$ cat src/design/bes_pkg.sv
`timescale 1ns / 1ps
// Shared types, constants and helpers for the black edge smoothing filter.
// No dependencies; every other design file refers to it by scoped names.
package bes_pkg;

  // Sizes
  localparam int MAX_WIDTH_DEF = 1024;
  localparam int MAX_HEIGHT    = 4096;
  localparam int ROW_W         = 12;   // row position, 0..MAX_HEIGHT-1
  localparam int HGT_W         = 13;   // row count, up to MAX_HEIGHT
  localparam int CFG_W_W       = 11;   // image_width register
  localparam int CFG_H_W       = 13;   // image_height register
  localparam int ADDR_W        = 3;    // configuration byte address
  localparam int QUEUE_DEPTH   = 4;    // jobs between front and back

  // Register reset values
  localparam logic [CFG_W_W-1:0] IMAGE_WIDTH_RST  = 11'd640;
  localparam logic [CFG_H_W-1:0] IMAGE_HEIGHT_RST = 13'd480;

  // Register map, indexed by byte address bit 2
  typedef enum logic {
    REG_IMAGE_WIDTH  = 1'b0,
    REG_IMAGE_HEIGHT = 1'b1
  } bes_reg_t;

  // Input item kinds
  typedef enum logic {
    REQ_PIXEL = 1'b0,
    REQ_DRAIN = 1'b1
  } bes_req_t;

  // Pixel as stored in the line buffer, alpha in the top byte
  typedef struct packed {
    logic [7:0] alpha;
    logic [7:0] blue;
    logic [7:0] green;
    logic [7:0] red;
  } bes_pix_t;

  localparam bes_pix_t BLACK_PIX = 32'hFF00_0000;
  localparam logic [7:0] OPAQUE   = 8'd255;
  localparam logic [7:0] GRAY_TWO   = 8'd74;
  localparam logic [7:0] GRAY_THREE = 8'd34;
  localparam logic [7:0] GRAY_FOUR  = 8'd0;

  // Input channel payload
  typedef struct packed {
    bes_req_t   req_type;
    logic [7:0] in_red;
    logic [7:0] in_green;
    logic [7:0] in_blue;
    logic [7:0] in_alpha;
  } bes_in_t;

  // Result channel payload
  typedef struct packed {
    logic [7:0] out_red;
    logic [7:0] out_green;
    logic [7:0] out_blue;
    logic [7:0] out_alpha;
    logic       frame_end;
  } bes_out_t;

  // One emit job handed from front to back
  typedef struct packed {
    bes_pix_t pix;
    logic     above_en;   // row above exists
    logic     left_en;    // column to the left exists
    logic     right_hit;  // right neighbor is pending and black
    logic     down;       // pixel below is black
    logic     frame_end;
  } bes_job_t;

  // Back-end status seen by the front and the top level
  typedef struct packed {
    logic clearing;   // flag memory clear in progress
    logic b1_valid;   // job held in the back stage
  } bes_bstat_t;

  function automatic logic bes_is_black(input bes_pix_t p);
    return p == BLACK_PIX;
  endfunction

  // Gray level for a count of black neighbors of two or more
  function automatic logic [7:0] bes_gray(input logic [2:0] n);
    logic [7:0] g;
    case (n)
      3'd2:    g = GRAY_TWO;
      3'd3:    g = GRAY_THREE;
      default: g = GRAY_FOUR;
    endcase
    return g;
  endfunction

endpackage

$ cat src/design/bes_queue.sv
`timescale 1ns / 1ps
// Short job queue that decouples the front end from the back end.
// Depends on bes_pkg.
module bes_queue #(
  parameter int COL_W = $clog2(bes_pkg::MAX_WIDTH_DEF)
) (
  input  logic              clk,
  input  logic              rst_n,
  input  logic              push_valid,
  input  logic [COL_W-1:0]  push_col,
  input  bes_pkg::bes_job_t push_job,
  output logic              full,
  output logic              pop_valid,
  output logic [COL_W-1:0]  pop_col,
  output bes_pkg::bes_job_t pop_job,
  input  logic              pop
);

  localparam int DEPTH = bes_pkg::QUEUE_DEPTH;
  localparam int PW    = $clog2(DEPTH);
  localparam int NW    = $clog2(DEPTH + 1);
  localparam logic [PW-1:0] LAST = PW'(DEPTH - 1);

  logic [COL_W-1:0]  col_q [DEPTH];
  bes_pkg::bes_job_t job_q [DEPTH];
  logic [PW-1:0]     wr_ptr_r;
  logic [PW-1:0]     rd_ptr_r;
  logic [NW-1:0]     count_r;
  logic              do_push;
  logic              do_pop;

  assign full      = (count_r == NW'(DEPTH));
  assign pop_valid = (count_r != '0);
  assign do_push   = push_valid && !full;
  assign do_pop    = pop && pop_valid;
  assign pop_col   = col_q[rd_ptr_r];
  assign pop_job   = job_q[rd_ptr_r];

  // Storage
  always_ff @(posedge clk) begin
    if (do_push) begin
      col_q[wr_ptr_r] <= push_col;
      job_q[wr_ptr_r] <= push_job;
    end
  end

  // Pointers and fill level
  always_ff @(posedge clk) begin
    if (!rst_n) begin
      wr_ptr_r <= '0;
      rd_ptr_r <= '0;
      count_r  <= '0;
    end else begin
      if (do_push) begin
        wr_ptr_r <= (wr_ptr_r == LAST) ? '0 : wr_ptr_r + PW'(1);
      end
      if (do_pop) begin
        rd_ptr_r <= (rd_ptr_r == LAST) ? '0 : rd_ptr_r + PW'(1);
      end
      if (do_push && !do_pop) begin
        count_r <= count_r + NW'(1);
      end else if (!do_push && do_pop) begin
        count_r <= count_r - NW'(1);
      end
    end
  end

endmodule

$ cat config.mk
export PLATFORM = sky130hd
export DESIGN_NAME = bes_queue
export DESIGN_NICKNAME = d
export VERILOG_FILES = /design/src/design/bes_pkg.sv /design/src/design/bes_queue.sv
export SDC_FILE = /design/constraint.sdc
export NUM_CORES = 1
export LEC_CHECK = 0
export BUFFER_PORTS_ARGS = -buffer_cell sky130_fd_sc_hd__buf_2
export CORE_MARGIN = 5
export CORE_UTILIZATION = 40
export CTS_BUF_LIST = sky130_fd_sc_hd__clkbuf_16
export CTS_CLUSTER_SIZE = 14
export DETAILED_ROUTE_END_ITERATION = 12
export HOLD_SLACK_MARGIN = 0.05
export PLACE_DENSITY_LB_ADDON = 0.2
export SYNTH_ARGS = -nofsm -noshare
export SYNTH_HDL_FRONTEND = slang
export SYNTH_SLANG_ARGS = --single-unit
$ cat constraint.sdc
create_clock -name clk -period 2.7 [get_ports clk]
set_clock_uncertainty 0.2 [all_clocks]
set_input_delay 0.81 -clock clk [delete_from_list [all_inputs] [get_ports clk]]
set_output_delay 0.81 -clock clk [all_outputs]
set_load 0.1 [all_outputs]
==> impl_metrics.env <==
export IMPL_clkLatencyLatePin_ns=0.42
export IMPL_ys_ff_latch=197
export IMPL_count_of_distinct_cell_types_in_the_synthesized_netlist=24
export IMPL_grt_remaining_overflow=0
export IMPL_maximum_number_of_pins_on_one_net_before_global_route_repair=48
export IMPL_ctsHtreeMaxLevel=4
export IMPL_grtUsageTotal_pct=13.18
export IMPL_finalMaxSlewViolations=0
export IMPL_io_pins=100
export IMPL_cts_sink_count=197
export IMPL_leakage_nw=3.108
export IMPL_yosysTopAreaCell="edfxtp_1"
export IMPL_peakVddDrop_mv=0.7598
export IMPL_path_buf_inv=3
export IMPL_filler_cell_count=1449
export IMPL_violations_in_the_final_reports="setup timing"
export IMPL_final_worst_path_period_need_ns=2.830
export IMPL_crit_path_cell_trace="buf_12 -> buf_12 -> mux4_2 -> buf_6"
export IMPL_area_of_all_placed_cells_without_fillers_um2=9194
export IMPL_rsz0062_at_grt="yes"
export IMPL_max_fclk_mhz=353.3
export IMPL_layout_drive_gt1_share_pct=46.54
export IMPL_worst_tran_pin_value_ns=0.4868
export IMPL_synthesis_area_um2=7283
export IMPL_count_of_mapped_cells_out_of_synthesis=296
export IMPL_layout_worst_path_cycle_share_pct=104.8
export IMPL_syn_nets=354
export IMPL_timing_hold_worst_class="reg2reg"
export IMPL_critical_path_slowest_cell="mux4_2"
export IMPL_worst_endpoint_required_ns=1.69
export IMPL_final_hold_viol_count=0
export IMPL_ant_nets=0
export IMPL_layout_area_overhead_vs_synth_pct=26.23
export IMPL_timing_worst_setup_path_type="reg2out"
export IMPL_antenna_found_initial=1
export IMPL_setup_slack_ns=-0.1301
export IMPL_buffer_ports_inserted=99
export IMPL_highest_fanout_seen_on_the_critical_path=8
export IMPL_num_nets_final=480
export IMPL_placed_cell_area_um2=8238
export IMPL_floorplan_die_width_um=144.9
export IMPL_crit_path_end_kind="output port"
export IMPL_drcViolationCount=0
export IMPL_cp_arrival_ns=1.82
export IMPL_timing_critical_path_from_type="flip-flop"
export IMPL_place_gp_congestion=0.6983
export IMPL_cts_root_buf="clkbuf_16"
export IMPL_synth_avg_cell_area_um2=24.61
export IMPL_drt_wl_total_mm=13.20
export IMPL_detailroute_via_count=3352
export IMPL_setup_viol_count_final=47
export IMPL_ys_warnings_count=0
export IMPL_initial_utilization_pct=40.54
export IMPL_netlist_area_leader_share_pct=77.51
export IMPL_post_drt_via_cell_ratio=5.056
export IMPL_ctsHoldBuffers=0
export IMPL_critical_path_top_delay_family="multiplexers"
export IMPL_worst_setup_hold_path_clk_slew_ns=0.07
export IMPL_floorplan_die_height_um=144.9
export IMPL_drv_max_cap_violation_count=0
export IMPL_multi_input_comb_area_um2=1354
export IMPL_first_pass_iters=4
export IMPL_worst_path_most_repeated_cell="buf_12"
export IMPL_layout_cells_excl_fill=663
export IMPL_coreArea_um2=17960
export IMPL_die_area_um2=21010
export IMPL_area_taken_by_flip_flops_and_latches_um2=5836
export IMPL_outcome="finished, violations left"
export IMPL_synth_top_cells_by_area="edfxtp_1 78%, mux4_2 15%, dfxtp_1 2.5%"
export IMPL_cellPowerDensity_nw_per_um2=1196
export IMPL_tritoncts="built"
export IMPL_dp_cells=628
export IMPL_timing_setup_tns_ns=-4.499
export IMPL_cts_max_path_buffers=2
export IMPL_max_slew_margin_pct=67.77
export IMPL_cts_made_buffers=17
export IMPL_diodes=0
export IMPL_violation_count_after_the_first_detailed_route_iteration=211
export IMPL_rows=49
export IMPL_grt_first_pass_wirelength_mm=20.92
export IMPL_dpl_hpwl_mm=8.177
export IMPL_timing_critical_path_slowest_cell_delay_ns=0.53
export IMPL_grt_pass1_vias=3664
export IMPL_yosysSeqAreaShare_pct=79.99
export IMPL_wire_per_inst_um=19.90
[through the flow]
step	utilization, %	worst slack [ns]	power [mW]	hold WS, ns
global route	51.18	-0.2068	11.40	0.3507
finish	51.18	-0.1301	10.99	0.3068
CTS	51.16	-0.1605	11.13	0.3140
floorplan	-	0.02689	7.442	0.2677
detailed placement	45.86	0.03006	8.174	0.2979
global placement	45.86	0.1559	8.134	0.2827
[logic make-up (layout without fill, tap and decap cells)]
| group | after synthesis | count (layout) | synth area share [%] |
|---|---|---|---|
| adder cells (fa/ha/maj) | 7 | 7 | 1.306 |
| buffers and inverters | 15 | 153 | 1.684 |
| XOR/XNOR | 2 | 2 | 0.2406 |
| multiplexers | 50 | 50 | 14.95 |
| AO/OA/AOI/OAI | 5 | 5 | 0.4123 |
| flip-flops | 197 | 197 | 79.99 |
| AND/OR/NAND/NOR | 20 | 20 | 1.426 |
[path summary, 6_finish.rpt]
| kind | from | to | slack (ns) | depth (start not counted) |
|---|---|---|---|---|
| worst max register to register | count_r[1] | count_r[2] | 0.32 | 7 |
| worst min-delay path | wr_ptr_r[1] | wr_ptr_r[1] | 0.31 | 2 |
| worst max-delay path | flip-flop | pop_job[23] | -0.13 | 4 |
| worst min register to register | wr_ptr_r[1] | wr_ptr_r[1] | 0.31 | 2 |
[per-layer routing]
layer / part of all wire (%) / track usage (%) / vias to the layer above
li1: - / - / 1501
met1: 41 / 16.06 / 1756
met2: 52 / 22.23 / 77
met3: 5.0 / 4.521 / 16
met4: 1.3 / 4.096 / 2
met5: 0.083 / 0 / -
[cell usage after synthesis (all sizes together)]
library cell  instances
fa                    1
nor2b                 2
dfxtp                 9
inv                   3
buf                  10
nor2                  2
clkbuf                2
nand3                 2
or3                   2
ha                    6
mux4                 47
nand2                 6
mux2i                 3
edfxtp              188
o21ai                 3
nor3b                 1
and2                  5
xor2                  1
a21boi                1
o31ai                 1
xnor2                 1
[sequential cells by signal (all words and copies together) (netlist names), named ones only]
name and flops:
col_q 40, count_r 3, job_q 148, rd_ptr_r 2, wr_ptr_r 2
[placed cells by master, fill, tap and decap left out, drive strengths merged]
master / n
xnor2: 1
bufinv: 1
o31ai: 1
nor2b: 2
clkinvlp: 3
clkinv: 5
dfxtp: 9
ha: 6
xor2: 1
nand3: 2
nand2: 6
mux4: 47
inv: 8
o21ai: 3
and2: 5
a21boi: 1
edfxtp: 188
nor3b: 1
fa: 1
mux2i: 3
buf: 119
or3: 2
nor2: 2
clkbuf: 17
[report_power, final]
part           leakage, nW  internal, mW  switching (mW)
logic                 1.05          1.51            3.33
clock network        0.263          1.26            1.04
registers             1.80          3.73           0.123
total                 3.11          6.49            4.50
[worst register-to-register path: cells and delay by family (launching register included)]
kind	cells	cell delay [ns]
buffers and inverters	1	0.05
and+or+nand+nor	1	0.30
DFF	1	0.38
adders and majority gates	2	0.65
xor gates and xnor gates	1	0.18
AOI/OAI and AO/OA	2	0.54
[cell type report]
class | instances | share of cell area, %
Sequential cell | 197 | 63.47
Multi-Input combinational cell | 84 | 14.73
Timing Repair Buffer | 119 | 12.70
Clock buffer | 17 | 4.627
Tap cell | 229 | 3.116
Clock inverter | 14 | 1.238
Inverter | 3 | 0.1225
[timing repair]
| action | in CTS | in global routing |
|---|---|---|
| buffers inserted | 2 | 0 |
| hold endpoints to repair | 0 | 0 |
| gates cloned | 2 | 0 |
| gates resized for setup | 102 | 1 |
| setup endpoints to repair | 47 | 47 |
Power figures use the tool's default switching activity.
