==> src/design/bes_pkg.sv <==
`timescale 1ns / 1ps
// Shared types, constants and helpers for the black edge smoothing filter.
// No dependencies; every other design file refers to it by scoped names.
package bes_pkg;

  // Sizes
  localparam int MAX_WIDTH_DEF = 1024;
  localparam int MAX_HEIGHT    = 4096;
  localparam int ROW_W         = 12;   // row position, 0..MAX_HEIGHT-1
  localparam int HGT_W         = 13;   // row count, up to MAX_HEIGHT
  localparam int CFG_W_W       = 11;   // image_width register
  localparam int CFG_H_W       = 13;   // image_height register
  localparam int ADDR_W        = 3;    // configuration byte address
  localparam int QUEUE_DEPTH   = 4;    // jobs between front and back

  // Register reset values
  localparam logic [CFG_W_W-1:0] IMAGE_WIDTH_RST  = 11'd640;
  localparam logic [CFG_H_W-1:0] IMAGE_HEIGHT_RST = 13'd480;

  // Register map, indexed by byte address bit 2
  typedef enum logic {
    REG_IMAGE_WIDTH  = 1'b0,
    REG_IMAGE_HEIGHT = 1'b1
  } bes_reg_t;

  // Input item kinds
  typedef enum logic {
    REQ_PIXEL = 1'b0,
    REQ_DRAIN = 1'b1
  } bes_req_t;

  // Pixel as stored in the line buffer, alpha in the top byte
  typedef struct packed {
    logic [7:0] alpha;
    logic [7:0] blue;
    logic [7:0] green;
    logic [7:0] red;
  } bes_pix_t;

  localparam bes_pix_t BLACK_PIX = 32'hFF00_0000;
  localparam logic [7:0] OPAQUE   = 8'd255;
  localparam logic [7:0] GRAY_TWO   = 8'd74;
  localparam logic [7:0] GRAY_THREE = 8'd34;
  localparam logic [7:0] GRAY_FOUR  = 8'd0;

  // Input channel payload
  typedef struct packed {
    bes_req_t   req_type;
    logic [7:0] in_red;
    logic [7:0] in_green;
    logic [7:0] in_blue;
    logic [7:0] in_alpha;
  } bes_in_t;

  // Result channel payload
  typedef struct packed {
    logic [7:0] out_red;
    logic [7:0] out_green;
    logic [7:0] out_blue;
    logic [7:0] out_alpha;
    logic       frame_end;
  } bes_out_t;

  // One emit job handed from front to back
  typedef struct packed {
    bes_pix_t pix;
    logic     above_en;   // row above exists
    logic     left_en;    // column to the left exists
    logic     right_hit;  // right neighbor is pending and black
    logic     down;       // pixel below is black
    logic     frame_end;
  } bes_job_t;

  // Back-end status seen by the front and the top level
  typedef struct packed {
    logic clearing;   // flag memory clear in progress
    logic b1_valid;   // job held in the back stage
  } bes_bstat_t;

  function automatic logic bes_is_black(input bes_pix_t p);
    return p == BLACK_PIX;
  endfunction

  // Gray level for a count of black neighbors of two or more
  function automatic logic [7:0] bes_gray(input logic [2:0] n);
    logic [7:0] g;
    case (n)
      3'd2:    g = GRAY_TWO;
      3'd3:    g = GRAY_THREE;
      default: g = GRAY_FOUR;
    endcase
    return g;
  endfunction

endpackage

==> src/design/bes_back.sv <==
`timescale 1ns / 1ps
// Back end: looks up the above-row black flags, counts black neighbors,
// replaces edge pixels by gray and holds the result register. Depends on bes_pkg.
module bes_back #(
  parameter int MAX_WIDTH = bes_pkg::MAX_WIDTH_DEF
) (
  input  logic                         clk,
  input  logic                         rst_n,
  input  logic                         q_valid,
  input  logic [$clog2(MAX_WIDTH)-1:0] q_col,
  input  bes_pkg::bes_job_t            q_job,
  output logic                         q_pop,
  output logic                         out_valid,
  input  logic                         out_ready,
  output bes_pkg::bes_out_t            out_data,
  output bes_pkg::bes_bstat_t          bstat
);

  localparam int CW = $clog2(MAX_WIDTH);
  localparam logic [CW-1:0] LAST_COL = CW'(MAX_WIDTH - 1);

  // Black flags of the last emitted row
  logic              flag_mem [MAX_WIDTH];
  logic              flag_q_r;
  logic              fwd_hit_r;
  logic              fwd_val_r;

  logic              clearing_r;
  logic [CW-1:0]     clr_idx_r;

  logic              b1_valid_r;
  logic [CW-1:0]     b1_col_r;
  bes_pkg::bes_job_t b1_job_r;
  logic              left_black_r;

  logic              out_valid_r;
  bes_pkg::bes_out_t out_data_r;

  logic              b1_move;
  logic              above;
  logic              blk;
  logic [2:0]        n_black;
  logic [7:0]        gray;
  bes_pkg::bes_out_t res;
  logic              fl_we;
  logic [CW-1:0]     fl_wa;
  logic              fl_wd;

  assign b1_move   = b1_valid_r && (!out_valid_r || out_ready);
  assign q_pop     = q_valid && !clearing_r && (!b1_valid_r || b1_move);
  assign out_valid = out_valid_r;
  assign out_data  = out_data_r;
  assign bstat.clearing = clearing_r;
  assign bstat.b1_valid = b1_valid_r;

  // Count black neighbors and pick the result
  always_comb begin
    above   = fwd_hit_r ? fwd_val_r : flag_q_r;
    blk     = bes_pkg::bes_is_black(b1_job_r.pix);
    n_black = 3'(b1_job_r.above_en && above) + 3'(b1_job_r.left_en && left_black_r)
            + 3'(b1_job_r.right_hit) + 3'(b1_job_r.down);
    gray    = bes_pkg::bes_gray(n_black);
    res.frame_end = b1_job_r.frame_end;
    if (!blk && (n_black >= 3'd2)) begin
      res.out_red   = gray;
      res.out_green = gray;
      res.out_blue  = gray;
      res.out_alpha = bes_pkg::OPAQUE;
    end else begin
      res.out_red   = b1_job_r.pix.red;
      res.out_green = b1_job_r.pix.green;
      res.out_blue  = b1_job_r.pix.blue;
      res.out_alpha = b1_job_r.pix.alpha;
    end
  end

  // Flag write port: clearing sweep or the emitted pixel's flag
  always_comb begin
    fl_we = clearing_r || b1_move;
    fl_wa = clearing_r ? clr_idx_r : b1_col_r;
    fl_wd = clearing_r ? 1'b0 : blk;
  end

  // Flag memory
  always_ff @(posedge clk) begin
    if (fl_we) begin
      flag_mem[fl_wa] <= fl_wd;
    end
    if (q_pop) begin
      flag_q_r <= flag_mem[q_col];
    end
  end

  // Clear the flag memory after reset
  always_ff @(posedge clk) begin
    if (!rst_n) begin
      clearing_r <= 1'b1;
      clr_idx_r  <= '0;
    end else if (clearing_r) begin
      clr_idx_r <= clr_idx_r + CW'(1);
      if (clr_idx_r == LAST_COL) begin
        clearing_r <= 1'b0;
      end
    end
  end

  // Back stage: forward the flag written at the same edge as the lookup
  always_ff @(posedge clk) begin
    if (!rst_n) begin
      b1_valid_r   <= 1'b0;
      fwd_hit_r    <= 1'b0;
      fwd_val_r    <= 1'b0;
      left_black_r <= 1'b0;
    end else begin
      if (q_pop) begin
        b1_valid_r <= 1'b1;
        fwd_hit_r  <= b1_move && (b1_col_r == q_col);
        fwd_val_r  <= blk;
      end else if (b1_move) begin
        b1_valid_r <= 1'b0;
      end
      if (b1_move) begin
        left_black_r <= blk;
      end
    end
  end

  always_ff @(posedge clk) begin
    if (q_pop) begin
      b1_col_r <= q_col;
      b1_job_r <= q_job;
    end
  end

  // Result register
  always_ff @(posedge clk) begin
    if (!rst_n) begin
      out_valid_r <= 1'b0;
    end else if (b1_move) begin
      out_valid_r <= 1'b1;
    end else if (out_ready) begin
      out_valid_r <= 1'b0;
    end
  end

  always_ff @(posedge clk) begin
    if (b1_move) begin
      out_data_r <= res;
    end
  end

endmodule

==> config.mk <==
export PLATFORM = sky130hd
export DESIGN_NAME = bes_back
export DESIGN_NICKNAME = d
export VERILOG_FILES = /design/src/design/bes_pkg.sv /design/src/design/bes_back.sv
export SDC_FILE = /design/constraint.sdc
export NUM_CORES = 2
export LEC_CHECK = 0
export BUFFER_PORTS_ARGS = -buffer_cell sky130_fd_sc_hd__buf_4
export CAP_MARGIN = 20
export CORE_UTILIZATION = 63
export DETAILED_ROUTE_END_ITERATION = 12
export GPL_TIMING_DRIVEN = 0
export PLACE_DENSITY_LB_ADDON = 0.05
export SLEW_MARGIN = 20
export SYNTH_ARGS = -nofsm -noshare
export SYNTH_HDL_FRONTEND = slang
export SYNTH_SLANG_ARGS = --single-unit
export TNS_END_PERCENT = 10
==> constraint.sdc <==
create_clock -name clk -period 37.6 [get_ports clk]
set_input_delay 1.88 -clock clk [delete_from_list [all_inputs] [get_ports clk]]
set_output_delay 1.88 -clock clk [all_outputs]
set_load 0.02 [all_outputs]
==> metrics <==
Worst VDD drop 48.6 uV; global-route wire length before repair 229 mm; crit path DAT 7450 ps; most area-consuming cells after synthesis edfxtp_1, mux4_2, nor2_1; P per Cell Area 47.3 nW/um^2; H-tree Lvls 3; fin util 0.724; synth warn 0; Startpoint Class primary input; Tightest Hold Check Type flip-flop to flip-flop; detailed placement HPWL 110 mm; CP Max Fanout 8; Tot Pwr 2.61 mW; Total GRT Usage 0.431; Mapped Cells 3380; largest net degree at the start of global routing 51; number of global-route vias before repair 31300; hold depth 0; core box area 76100 um^2; #FFs+latches synth 1121; Max-Cap Viols 0; Num CTS Buffers 111; initial antenna violation count 6; setup slack, reg-to-reg 33340 ps; main combinational cell family by area after synthesis multiplexers; CTS Sinks 1121; Top Ports 88; Post-route DRC 0; Final Critical Period 7080 ps; Leak 19.1 nW; Slew HR 0.116; GRT Residual Overflow 0; Worst R2R End flag_mem[478]$_DFFE_PP_; Total Wirelength 166 mm; area delta synth->final 13.6%; number of post-CTS setup repair buffers 0; CTS tree yes; simple-gate area share of the yosys netlist 0.114; Post-Synth XOR/XNOR Area 0.00307; post-synthesis mux area share 0.127; Clock Tree Root clkbuf_16; Tightest Pin Transition 1330 ps; die height 279 um; crit end category flip-flop; Final period util 0.188; Post-synth top flop edfxtp_1; syn avg cell area 14.3 um^2; Layout Skew 25.5 ps; reg2reg start clearing_r$_SDFF_PN1_; area leader, netlist edfxtp_1; WS Path Type primary input to flip-flop; RSZ-0062 raised after global routing no; GR Util met1 0.559; f_max 141 MHz; via count 32800; I/O Buffers 87; WP data required 37960 ps; clock-pin slew on the worst setup and hold paths 60 ps; status finished, final reports clean; Resized cells post-CTS 0; Post-synth ARST share 0; Placer Congestion 1.00; Hold Buf Count CTS 0; Post-DRT Antenna Nets 0; CTS Buffer Depth 3; commonest non-fill, non-tap cell in the layout edfxtp_1; capture point of the worst path flag_q_r$_DFFE_PP_; most frequent cells in the layout edfxtp_1, nor2_1, clkbuf_1, mux4_2, nand2_1; final hold viol count 0; Synth Area in Adders 0.00145; Final setup viols 0; Yosys cell types 66; Yosys top cell area share 0.685; max-slew violations 0; Synth Area in Compound Gates 0.0311; DRT Pass-1 Iters 6; synthesized area 48500 um^2; DR vias/cell 6.91; gr busiest metal met2; WL per Instance 35.1 um; reg2reg path depth 8; Initial DRC Count 5852; met3 Use GR 0.142; initial core utilization 0.637; ratio of cells with drive above 1 in the final layout 0.170; register area share after synthesis 0.691; die width 279 um; Final nets 3674; Clock Latency Late Sink 700 ps; CP startpoint q_col[4]; met2 usage 0.647; syn nets 3436; Die ar. 78100 um^2; Cell Rows 101; number of flops mapped to enable cells by yosys 1105
Yosys cell counts (all sizes together), types with 2 or more instances:
library cell     n
clkbuf         226
a21o             6
mux2i          121
o32ai            3
ha               4
nor3            35
o221ai          48
edfxtp        1105
a211oi           9
clkinv           2
a2111oi          4
xor2             2
a211o            2
inv             10
a21oi           40
a31oi            4
a22oi           17
nand2          128
dfxtp           16
nor2b           18
a22o             6
a221oi           3
nand3           13
xnor2           15
mux4           215
mux2             7
o2111ai          2
or3             22
a21boi           4
nand4b           3
and2            27
o21ai           20
o22ai           31
o211ai           2
nor4            12
nand4           10
and3             3
buf             81
nor3b            3
or2             18
a32oi            2
nor2          1049
nand2b          17
o311ai           4
worst min-delay path by stage:
| stage | start | endpoint | slack [ps] |
|---|---|---|---|
| after global placement | b1_job_r[0]$_DFFE_PP_ | out_data[0]$_DFFE_PP_ | 400 |
| after detailed placement | b1_job_r[0]$_DFFE_PP_ | out_data[0]$_DFFE_PP_ | 430 |
| after global routing | b1_job_r[0]$_DFFE_PP_ | out_data[0]$_DFFE_PP_ | 450 |
| after floorplan | b1_job_r[0]$_DFFE_PP_ | out_data[0]$_DFFE_PP_ | 400 |
| final | b1_job_r[0]$_DFFE_PP_ | out_data[0]$_DFFE_PP_ | 440 |
| after CTS | b1_job_r[0]$_DFFE_PP_ | out_data[0]$_DFFE_PP_ | 450 |
registers in the layout (all words and copies together), names as in the netlist:
signal        count
flag_mem       1024
b1_job_r         37
out_data         33
b1_col_r         10
clr_idx_r        10
b1_valid_r        1
clearing_r        1
flag_q_r          1
fwd_hit_r         1
fwd_val_r         1
left_black_r      1
out_valid         1
cell type report:
cell class | instances | area, um^2
Multi-Input combinational cell | 1940 | 13500
Sequential cell | 1121 | 33500
Antenna cell | 8 | 20.0
Fill cell | 5099 | 21000
Tap cell | 1030 | 1290
Clock inverter | 75 | 811
Timing Repair Buffer | 125 | 1450
Buffer | 307 | 1540
Inverter | 12 | 45.0
Clock buffer | 127 | 2880
per-layer routing:
layer	vias up	share of wire	wire (um)
met5	-	0.0010	172
met4	6	0.068	11300
met3	585	0.15	24200
met2	2679	0.45	74500
met1	16600	0.34	56300
li1	12900	-	-
stage by stage:
stage	area (um^2)	hold slack, ps	std cells	TNS (ps)	worst slack, ps
3_3_place_gp	50400	404	4497	-8303120	-8190
4_1_cts	55000	448	4737	0	31070
3_5_place_dp	51300	433	4535	0	30400
2_1_floorplan	48500	400	3380	0	6300
5_1_grt	55000	446	4737	0	30710
6_report	55100	438	4745	0	30520
kinds of logic (layout without fill, tap and decap cells):
kind of cell | count (synthesis) | after routing
other cells | 0 | 8
flops | 1121 | 1121
compound gates | 213 | 213
buf+inv | 319 | 646
simple gates | 1362 | 1362
fa+ha+maj | 5 | 5
mux | 343 | 343
xor+xnor | 17 | 17
worst max-delay path, stage by stage:
cell,delay [ps]
buf_4,100
clkbuf_1,710
clkinv_1,940
nor2_2,1010
o311ai_0,310
o311ai_0,690
a31oi_1,90
a211oi_1,880
nor4_2,90
o2111ai_1,720
where the power goes:
part	leakage, nW	internal [mW]	switching, mW
clock network	1.81	0.657	0.485
logic	4.95	0.0306	0.0806
registers	12.3	1.35	0.000647
(Power assumes the default switching activity.)
