<file path="src/design/bes_pkg.sv">
`timescale 1ns / 1ps
// Shared types, constants and helpers for the black edge smoothing filter.
// No dependencies; every other design file refers to it by scoped names.
package bes_pkg;

  // Sizes
  localparam int MAX_WIDTH_DEF = 1024;
  localparam int MAX_HEIGHT    = 4096;
  localparam int ROW_W         = 12;   // row position, 0..MAX_HEIGHT-1
  localparam int HGT_W         = 13;   // row count, up to MAX_HEIGHT
  localparam int CFG_W_W       = 11;   // image_width register
  localparam int CFG_H_W       = 13;   // image_height register
  localparam int ADDR_W        = 3;    // configuration byte address
  localparam int QUEUE_DEPTH   = 4;    // jobs between front and back

  // Register reset values
  localparam logic [CFG_W_W-1:0] IMAGE_WIDTH_RST  = 11'd640;
  localparam logic [CFG_H_W-1:0] IMAGE_HEIGHT_RST = 13'd480;

  // Register map, indexed by byte address bit 2
  typedef enum logic {
    REG_IMAGE_WIDTH  = 1'b0,
    REG_IMAGE_HEIGHT = 1'b1
  } bes_reg_t;

  // Input item kinds
  typedef enum logic {
    REQ_PIXEL = 1'b0,
    REQ_DRAIN = 1'b1
  } bes_req_t;

  // Pixel as stored in the line buffer, alpha in the top byte
  typedef struct packed {
    logic [7:0] alpha;
    logic [7:0] blue;
    logic [7:0] green;
    logic [7:0] red;
  } bes_pix_t;

  localparam bes_pix_t BLACK_PIX = 32'hFF00_0000;
  localparam logic [7:0] OPAQUE   = 8'd255;
  localparam logic [7:0] GRAY_TWO   = 8'd74;
  localparam logic [7:0] GRAY_THREE = 8'd34;
  localparam logic [7:0] GRAY_FOUR  = 8'd0;

  // Input channel payload
  typedef struct packed {
    bes_req_t   req_type;
    logic [7:0] in_red;
    logic [7:0] in_green;
    logic [7:0] in_blue;
    logic [7:0] in_alpha;
  } bes_in_t;

  // Result channel payload
  typedef struct packed {
    logic [7:0] out_red;
    logic [7:0] out_green;
    logic [7:0] out_blue;
    logic [7:0] out_alpha;
    logic       frame_end;
  } bes_out_t;

  // One emit job handed from front to back
  typedef struct packed {
    bes_pix_t pix;
    logic     above_en;   // row above exists
    logic     left_en;    // column to the left exists
    logic     right_hit;  // right neighbor is pending and black
    logic     down;       // pixel below is black
    logic     frame_end;
  } bes_job_t;

  // Back-end status seen by the front and the top level
  typedef struct packed {
    logic clearing;   // flag memory clear in progress
    logic b1_valid;   // job held in the back stage
  } bes_bstat_t;

  function automatic logic bes_is_black(input bes_pix_t p);
    return p == BLACK_PIX;
  endfunction

  // Gray level for a count of black neighbors of two or more
  function automatic logic [7:0] bes_gray(input logic [2:0] n);
    logic [7:0] g;
    case (n)
      3'd2:    g = GRAY_TWO;
      3'd3:    g = GRAY_THREE;
      default: g = GRAY_FOUR;
    endcase
    return g;
  endfunction

endpackage

</file>
<file path="src/design/bes_cfg.sv">
`timescale 1ns / 1ps
// Configuration registers behind the APB-style port, and the clamped frame size.
// Depends on bes_pkg.
module bes_cfg #(
  parameter int MAX_WIDTH = bes_pkg::MAX_WIDTH_DEF
) (
  input  logic                         clk,
  input  logic                         rst_n,
  input  logic                         cfg_psel,
  input  logic                         cfg_penable,
  input  logic                         cfg_pwrite,
  input  logic [bes_pkg::ADDR_W-1:0]   cfg_paddr,
  input  logic [31:0]                  cfg_pwdata,
  output logic [31:0]                  cfg_prdata,
  output logic                         cfg_pready,
  output logic [$clog2(MAX_WIDTH):0]   w_eff,
  output logic [bes_pkg::HGT_W-1:0]    h_eff
);

  localparam int WW = $clog2(MAX_WIDTH) + 1;
  localparam int LW = (WW > bes_pkg::CFG_W_W) ? WW : bes_pkg::CFG_W_W;
  localparam int HW = bes_pkg::HGT_W;

  logic [bes_pkg::CFG_W_W-1:0] width_r;
  logic [bes_pkg::CFG_H_W-1:0] height_r;
  logic                        wr_en;
  bes_pkg::bes_reg_t           reg_sel;
  logic [LW-1:0]               w_raw;
  logic [LW-1:0]               w_clamp;

  assign cfg_pready = 1'b1;
  assign wr_en      = cfg_psel & cfg_penable & cfg_pwrite & cfg_pready;
  assign reg_sel    = bes_pkg::bes_reg_t'(cfg_paddr[2]);

  // Register writes
  always_ff @(posedge clk) begin
    if (!rst_n) begin
      width_r  <= bes_pkg::IMAGE_WIDTH_RST;
      height_r <= bes_pkg::IMAGE_HEIGHT_RST;
    end else if (wr_en) begin
      unique case (reg_sel)
        bes_pkg::REG_IMAGE_WIDTH:  width_r  <= cfg_pwdata[bes_pkg::CFG_W_W-1:0];
        bes_pkg::REG_IMAGE_HEIGHT: height_r <= cfg_pwdata[bes_pkg::CFG_H_W-1:0];
      endcase
    end
  end

  // Register reads
  always_comb begin
    unique case (reg_sel)
      bes_pkg::REG_IMAGE_WIDTH:  cfg_prdata = 32'(width_r);
      bes_pkg::REG_IMAGE_HEIGHT: cfg_prdata = 32'(height_r);
    endcase
  end

  // Clamp width to 1..MAX_WIDTH
  always_comb begin
    w_raw = LW'(width_r);
    if (w_raw == '0) begin
      w_clamp = LW'(1);
    end else if (w_raw > LW'(MAX_WIDTH)) begin
      w_clamp = LW'(MAX_WIDTH);
    end else begin
      w_clamp = w_raw;
    end
    w_eff = w_clamp[WW-1:0];
  end

  // Clamp height to 1..MAX_HEIGHT
  always_comb begin
    if (height_r == '0) begin
      h_eff = HW'(1);
    end else if (height_r > HW'(bes_pkg::MAX_HEIGHT)) begin
      h_eff = HW'(bes_pkg::MAX_HEIGHT);
    end else begin
      h_eff = height_r;
    end
  end

endmodule

</file>
<file path="config.mk">
export PLATFORM = sky130hd
export DESIGN_NAME = bes_cfg
export DESIGN_NICKNAME = d
export VERILOG_FILES = /design/src/design/bes_pkg.sv /design/src/design/bes_cfg.sv
export SDC_FILE = /design/constraint.sdc
export NUM_CORES = 1
export LEC_CHECK = 0
export ABC_AREA = 1
export BUFFER_PORTS_ARGS = -buffer_cell sky130_fd_sc_hd__buf_4
export CAP_MARGIN = 10
export CORE_ASPECT_RATIO = 0.9
export CORE_UTILIZATION = 42
export CTS_CLUSTER_SIZE = 8
export DETAILED_ROUTE_END_ITERATION = 8
export PLACE_DENSITY = 0.81
export RECOVER_POWER = 100
export SYNTH_ARGS = -nofsm -noshare
export SYNTH_HDL_FRONTEND = slang
export SYNTH_SLANG_ARGS = --single-unit
</file>
<file path="constraint.sdc">
create_clock -name clk -period 1.3 [get_ports clk]
set_clock_uncertainty 0.1 [all_clocks]
set_input_delay 0.195 -clock clk [delete_from_list [all_inputs] [get_ports clk]]
set_output_delay 0.195 -clock clk [all_outputs]
set_load 0.05 [all_outputs]
</file>
==> results of run 1 <==
[kinds of logic (layout without fill, tap and decap cells)]
group,count (synthesis),in the layout,synth area share [%]
AOI/OAI and AO/OA,53,53,23.23
buffers and inverters,59,124,21.97
DFF,24,24,32.08
other,2,20,0.5014
and+or+nand+nor,78,79,22.22
[per-stage QoR]
step | utilization (%) | power (uW)
after floorplan | - | 1328
after global placement | 65.04 | 1460
after detailed placement | 65.04 | 1468
after CTS | 77.83 | 1982
after global routing | 83.13 | 2143
final | 83.13 | 2072
[worst reg2reg max path: cells and delay by family (launching register included)]
kind | cells | cell delay (ns)
buf+inv | 3 | 0.38
flops | 1 | 0.37
compound gates | 1 | 0.14
simple gates | 1 | 0.06
[cells in the mapped netlist]
master                     instances  area (sq um)
sky130_fd_sc_hd__nand2_4           1         11.26
sky130_fd_sc_hd__inv_2             2         7.510
sky130_fd_sc_hd__clkbuf_1          2         7.510
sky130_fd_sc_hd__conb_1            2         7.510
sky130_fd_sc_hd__nand2_1          32         120.1
sky130_fd_sc_hd__nor2_2            2         12.51
sky130_fd_sc_hd__nand3_2           1         10.01
sky130_fd_sc_hd__a21boi_2          8         90.09
sky130_fd_sc_hd__buf_2             5         25.02
sky130_fd_sc_hd__buf_6             2         22.52
sky130_fd_sc_hd__a21oi_2           6         52.55
sky130_fd_sc_hd__inv_1            25         93.84
sky130_fd_sc_hd__a21oi_1           6         30.03
sky130_fd_sc_hd__buf_4            23         172.7
sky130_fd_sc_hd__nor2_4            2         22.52
sky130_fd_sc_hd__o211ai_1          3         22.52
sky130_fd_sc_hd__o21ai_0          14         70.07
sky130_fd_sc_hd__nand3_1           5         25.02
sky130_fd_sc_hd__nor2_1           35         131.4
sky130_fd_sc_hd__a21boi_1          1         7.510
sky130_fd_sc_hd__dfxtp_1          24         480.5
sky130_fd_sc_hd__o21ai_1          15         75.07
[state kept, by name, indices dropped and copies added, names as in the netlist]
name,cells
height_r,13
w_raw,11
[worst min-delay path by stage]
stage,from,end,slack [ns],cells after the start
6_report,cfg_pwdata[7],height_r[7]$_SDFFE_PN1P_,0.06,3
3_3_place_gp,cfg_pwdata[11],height_r[11]$_SDFFE_PN0P_,0.33,3
2_1_floorplan,cfg_pwdata[5],height_r[5]$_SDFFE_PN1P_,0.22,2
4_1_cts,cfg_pwdata[11],height_r[11]$_SDFFE_PN0P_,0.06,3
3_5_place_dp,cfg_pwdata[11],height_r[11]$_SDFFE_PN0P_,0.33,3
5_1_grt,cfg_pwdata[8],height_r[8]$_SDFFE_PN1P_,0.06,3
[layout make-up]
class,count,area (sq um)
Multi-Input combinational cell,152,1109
Timing Repair Buffer,94,992.2
Fill cell,197,574.3
Sequential cell,24,511.7
Inverter,27,120.1
Tap cell,44,55.05
Clock buffer,3,41.29
[power by group]
group          internal [uW]  switching (uW)  leakage [uW]
Clock                    207             240     0.0000216
Combinational            290             548       0.00110
Sequential               764            22.1      0.000202
[routing by layer]
layer | up-vias | global-route usage, % | part of all wire [%]
li1 | 811 | - | -
met1 | 816 | 33.97 | 38
met2 | 107 | 45.83 | 52
met3 | 18 | 3.101 | 6.3
met4 | 0 | 9.206 | 3.8
met5 | - | 0 | 0
[placed cells by master (no fill, tap or decap), types with 5 or more instances in the layout]
cell,n
sky130_fd_sc_hd__inv_1,9
sky130_fd_sc_hd__inv_4,6
sky130_fd_sc_hd__a21oi_2,6
sky130_fd_sc_hd__a21oi_1,6
sky130_fd_sc_hd__conb_1,20
sky130_fd_sc_hd__buf_4,30
sky130_fd_sc_hd__buf_6,47
sky130_fd_sc_hd__nand2_4,6
sky130_fd_sc_hd__nor2_1,20
sky130_fd_sc_hd__inv_2,11
sky130_fd_sc_hd__o21ai_1,15
sky130_fd_sc_hd__nor2_4,15
sky130_fd_sc_hd__nand2_1,16
sky130_fd_sc_hd__buf_8,10
sky130_fd_sc_hd__nand3_1,5
sky130_fd_sc_hd__o21ai_4,7
sky130_fd_sc_hd__nand2_2,11
sky130_fd_sc_hd__dfxtp_2,22
sky130_fd_sc_hd__a21boi_4,9
[repair_timing]
| action | CTS | global route |
|---|---|---|
| setup buffers | 8 | 9 |
| gates resized for setup | 101 | 55 |
| pin swaps | 17 | 12 |
| endpoints found under the setup margin | 36 | 36 |
| cloned | 0 | 1 |
==> impl_summary.md, run 1 <==
Setup path
The critical path launch point type is a register. The endpoint identified for the worst register-to-register timing path is height_r[12]$_SDFFE_PN0P_. The worst setup path endpoint is h_eff[6].

In this run the critical register-to-register path is launched from height_r[12]$_SDFFE_PN0P_. For the worst setup path, the data arrival time is 1.49 ns. The kind of critical path is reg2out.

Counting buffers and inverters, the worst setup path is 6 cells deep. The number of buffer and inverter instances along the worst setup path is 1. The biggest fanout along the worst timing path is 5. Among cell families on the critical path, the largest total delay comes from simple AND/OR/NAND/NOR gates.

The endpoint kind of the worst setup timing path is a primary output. The beginning of the critical path is height_r[3]$_SDFFE_PN0P_. The worst register-to-register path has a setup slack of between 0.1 and 0.15 ns. The data required time at the worst endpoint is 1.00 ns. The stage delay of the slowest cell on the critical path is 0.33 ns. The path depth of the worst reg2reg path is 5. The highest-delay cell along the critical path is sky130_fd_sc_hd__dfxtp_2. The signal on the critical path passes through nor2_1, nand2_1, nor2_4, nand2_4, a21boi_4, buf_6.

STA
The final sum of negative setup slack is -11.27 ns. In the post-route analysis, the smallest setup slack over all paths is -0.4882 ns. The final count of pins violating max slew came to 0.

The count of endpoints failing setup in the final report is between 40 and 50. The relative slew slack is 59.29%. The part of the cycle the worst path needs is 137.5%.

At the pin with the least slew margin, the transition time is 0.6107 ns. The worst hold slack is 0.05874 ns. The number of endpoints with negative hold slack in the final report is 0. Derived from the worst setup path, the maximum achievable clock frequency is approximately 0.56 GHz. The shortest period the worst path allows is 1.788 ns.

Setup repair after global routing could not meet its margin everywhere.

GRT
The number of antenna violations at the first check in global routing was 0. The combined global-route utilization of all metal layers is a little over a quarter. Entering global routing, the biggest net connects 27 pins.

The via count of the first global-routing pass was 1594. The wire length of the first global-routing pass is approximately 7600 microns. Global routing finished with a remaining overflow of 0.

Floorplan
The number of rows in the core area is 20. In this run the count of I/O pins placed on the die edge is a little under 100. From bottom edge to top edge, the die measures roughly 60 microns. Once the floorplan was initialized, standard cells occupied about 44% of the core. From left edge to right edge, the die measures 64.95 microns. In this run the standard cell core region covers 3403 sq um. The die covers 3809 sq um.

Placed design
The total instance count after detailed placement is between 300 and 400. The worst setup slack after placement is -0.2310 ns. The placement-stage cell area is between 2000 and 2500 sq um. The half-perimeter wire length after placement is ~3000 microns. The final RePlAce weighted congestion is 0.9031. The count of input and output buffers is 55.

Route
The detail route stage leaves a number of antenna-violating nets equal to 0. The via count of the routed design is 1752. The iteration count of the initial detailed-routing pass is 4. The final routed wirelength across all metal layers is 5672 microns. The average vias per placed instance is 5.093.

The post-detailed-route wirelength per cell is 16.49 microns. After detailed routing, the number of remaining DRC violations is 0. The detailed router finished its first iteration with between 70 and 80 violations.

Worst hold path
The path category of the worst min-delay check is in2reg.

CTS
The clock net sink count is 24. The number of H-tree levels is 1. The number of buffers created by CTS is 3.

The worst-skew pair later-pin latency is 0.26 ns. The maximum clock path buffer count is 2. The CTS tree is done. The cell chosen for the clock root is sky130_fd_sc_hd__clkbuf_8. After clock tree synthesis, the clock-pin slew on the worst setup and hold paths is 0.09 ns. In this run, post-CTS hold repair placed 0 buffers.

Synth
The number of storage elements in the synthesis netlist is 24. The cell count after synthesis is 216. Dividing the synthesized area by the synthesized cell count gives approximately 6.9 sq um. Yosys printed 0 warnings.

The netlist area before placement is 1498 sq um. Summing the sequential cell areas from Yosys gives 32.08% of the chip area. The number of different library cells in the post-synthesis netlist is 22.

Power
The power density normalized to cell area is 732.3 nW/um^2. Summed over all cells, the static leakage comes to ~0.0013 uW. The worst ir drop on vdd is 0.5281 mV.

Cells and area
The final instance count without filler cells is 344. After the last flow step, the layout net total stands at 342. The ratio of cells with drive above 1 in the final layout is 67.33%. The layout overhead on the synthesized area is 88.89%.

0 antenna diodes ended up in the layout. With fillers left out, the area of the finished cells amounts to about 2800 sq um.

Outcome
The flow ran to the end, but the final reports show violations. The checks that failed: negative setup slack.

Job
The tool flagged a number of max-cap violations equal to 0.
No activity file was read; power rests on OpenSTA's default activity.
==> run 2, diff against run 1 <==
- CELL_PAD_IN_SITES_DETAIL_PLACEMENT: unset -> 1
- CELL_PAD_IN_SITES_GLOBAL_PLACEMENT: unset -> 2
- CORE_UTILIZATION: 42 -> 20
- PLACE_DENSITY: 0.81 -> 0.79
==> run 2 against run 1 <==
The flow still finishes with violations (negative setup slack). Sequential power is essentially flat. Cell area increased by 3.8%. Via count is 6.1% lower. Largest power group unchanged. First-iteration DRC count is 21% lower. Global-route usage is 12 points lower.
==> impl_summary.md, run 2 (synthesis results as in run 1) <==
Setup path
The endpoint kind of the worst setup timing path is a primary output. The biggest fanout along the worst timing path is 5 (unchanged). The critical path launch point type is a register.

The highest-delay cell along the critical path is sky130_fd_sc_hd__dfxtp_2. The worst-case register-to-register setup slack is 0.27 ns (+0.13 ns). The data required time at the worst endpoint was 1.00 ns (about the same). Walking the worst path, the cells encountered are nor2_2, nand2_1, nor2_4, nand2_4, a21boi_4, buf_6. The number of buffer and inverter instances along the worst setup path came to 1 (unchanged).

The arrival time of data at the critical path endpoint was 1.53 ns (+0.04 ns). The critical path is of the reg2out type. The kind of cell with the highest combined delay along the critical path is simple AND/OR/NAND/NOR gates. The stage delay of the slowest cell on the critical path is 0.33 ns (about the same).

Cells and area
The final antenna diode count was 0 (unchanged). The ratio of cells with drive above 1 in the final layout is 67.55% (+0.22 points). The flip-flop count of the largest register after layout is 13 (unchanged). The final-layout fill cell count was 823 (+320%). The library cell used most frequently in the layout, excluding fill and tap cells, is sky130_fd_sc_hd__buf_6.

The layout overhead on the synthesized area is 96.16%. More flip-flops sit in one register than any other, and that register is height_r. The final instance count without filler cells is 395 (+15%). The number of nets at the end of the flow is 343 (+0.29%). In the layout the commonest cells are sky130_fd_sc_hd__buf_6 (47), sky130_fd_sc_hd__buf_4 (33), sky130_fd_sc_hd__dfxtp_2 (22).

STA
Setup repair after global routing could not meet its margin everywhere. The relative slew slack is 63.63% (+4.3 points). The count of endpoints failing setup in the final report is 35 (-20%).

The number of endpoints with negative hold slack in the final report was 0 (unchanged). The smallest setup slack after layout was -0.5203 ns (-0.03216 ns). The shortest period the worst path allows is 1.820 ns (+0.03216 ns). The final sum of negative setup slack was -10.62 ns (+0.6447 ns). The part of the cycle the worst path needs is 140.0% (+2.5 points).

The final count of pins violating max slew is 0 (unchanged). The fmax is 0.5494 GHz (-1.8%). The pin slew with the least headroom to its limit came to 0.5455 ns (-0.06519 ns).

Placed design
The half-perimeter wire length after placement is 3684 microns (+23%). The total instance count after detailed placement came to 377 (+15%). The count of input and output buffers is 55 (unchanged). The final RePlAce weighted congestion is 0.7376 (-18%).

Floorplan
The total die area came to 7839 sq um (+110%). The area of the core region is 7148 sq um (+110%). The width of the chip is 93.22 microns (+44%). The number of I/O pins is 97 (unchanged). The vertical die dimension is 84.10 microns (+43%). The number of rows in the core area is 29 (+45%). The effective utilization at floorplan is 20.95% (-23 points).

Power
The switching power of the nets is 818.9 uW (+1.1%). The sequential power share is 34.3% (-3.6 points). The net switching share of the total power is 35.76% (-3.4 points). The internal power is 1471 uW (+17%). The fraction of power consumed by the clock network is 29.6% (+8.0 points).

The worst ir drop on vdd was 0.3623 mV (-31%). The leakage power figure came to 0.001328 uW (+0.52%). The power density normalized to cell area is 779.6 nW/um^2 (+6.5%). The power share of the combinational group came to 36.2% (-4.2 points).

Route
The remaining antenna violation count after routing is 0 (unchanged). The post-detailed-route wirelength per cell came to 13.50 microns (-18%). The final routed wirelength across all metal layers is 5332 microns (-6.0%). The average vias per placed instance is 4.165 (-18%). The via count of the routed design is 1645 (-6.1%). The number of violations reported at the end of detailed-routing iteration 0 is 61 (-21%). The residual DRC count is 0 (unchanged).

The iteration count of the initial detailed-routing pass is 4 (unchanged).

Outcome
The checks that failed: negative setup slack. The flow ran to the end, but the final reports show violations.

GRT
The total grt overflow is 0 (unchanged). The largest net degree at the start of global routing was 27 (unchanged). The wire length of the first global-routing pass is 8411 microns (+11%). The combined global-route utilization of all metal layers is 13.97% (-12 points). The number of antenna violations at the first check in global routing is 0 (unchanged). The via count of the first global-routing pass is 1669 (+4.7%).

CTS
The clock-pin slew of the registers on the worst-case setup and hold paths is 0.10 ns (about the same). The worst-skew pair later-pin latency is 0.28 ns (+0.02 ns). The clock net sink count is 24 (unchanged). The root buffer cell chosen for the clock tree is sky130_fd_sc_hd__clkbuf_8. The CTS tree is done. The number of H-tree levels is 1 (unchanged). The maximum clock path buffer count is 2 (unchanged). The number of buffers created by CTS is 3 (unchanged). The number of buffers added to fix hold violations after cts is 0 (unchanged).

Job
The number of maximum-capacitance violations is 0 (unchanged).

Worst hold path
The worst hold path belongs to the class in2reg.
[run 2: cell type report]
type                            count  area, sq um  share of cell area, %
Clock buffer                        3        41.29                  1.405
Inverter                           27        125.1                  4.259
Timing Repair Buffer               95         1015                  34.54
Clock inverter                      1        30.03                  1.022
Multi-Input combinational cell    152         1099                  37.39
Tap cell                           93        116.4                  3.961
Sequential cell                    24        511.7                  17.42
[run 2: power groups by stage]
stage	registers [uW]	logic, uW	clock network [uW]
global placement	792	689	0
floorplan	797	531	0
global route	788	873	729
CTS	782	797	696
finish	785	828	677
detailed placement	793	694	0
[run 2: through the flow]
step	utilization (%)	hold WS, ns	total power, uW	worst slack [ns]	area (sq um)
after floorplan	-	0.2213	1328	-0.2224	1750
after global placement	32.07	0.3264	1481	-0.2670	2292
after detailed placement	32.07	0.3248	1487	-0.2901	2292
after CTS	39.12	0.02530	2275	-0.5626	2796
after global routing	41.10	0.03891	2390	-0.6206	2938
final	41.10	0.03204	2290	-0.5203	2938
[run 2: worst min-delay path: stages]
cell,delay (ns)
sky130_fd_sc_hd__buf_4,0.09
sky130_fd_sc_hd__nand2_1,0.04
sky130_fd_sc_hd__nand3_1,0.06
[run 2: final timing paths]
kind,start,cells after the start,end
max,height_r[3]$_SDFFE_PN0P_,6,h_eff[6]
min,cfg_pwdata[5],3,height_r[5]$_SDFFE_PN1P_
max reg2reg,w_raw[0]$_SDFFE_PN0P_,4,w_raw[0]$_SDFFE_PN0P_
min reg2reg,w_raw[1]$_SDFFE_PN0P_,2,w_raw[1]$_SDFFE_PN0P_
[run 2: repair_timing]
item | in CTS | in global routing
endpoints found under the hold margin | 0 | 0
endpoints found under the setup margin | 36 | 36
resized for setup | 115 | 40
pin swaps | 23 | 18
cloned | 2 | 0
buffers inserted | 8 | 10
[run 2: routing by layer]
metal | global-route usage [%] | routed length [microns]
met1 | 17.45 | 2297
met4 | 3.357 | 86
met3 | 3.097 | 209
met2 | 24.13 | 2739
met5 | 0 | 0
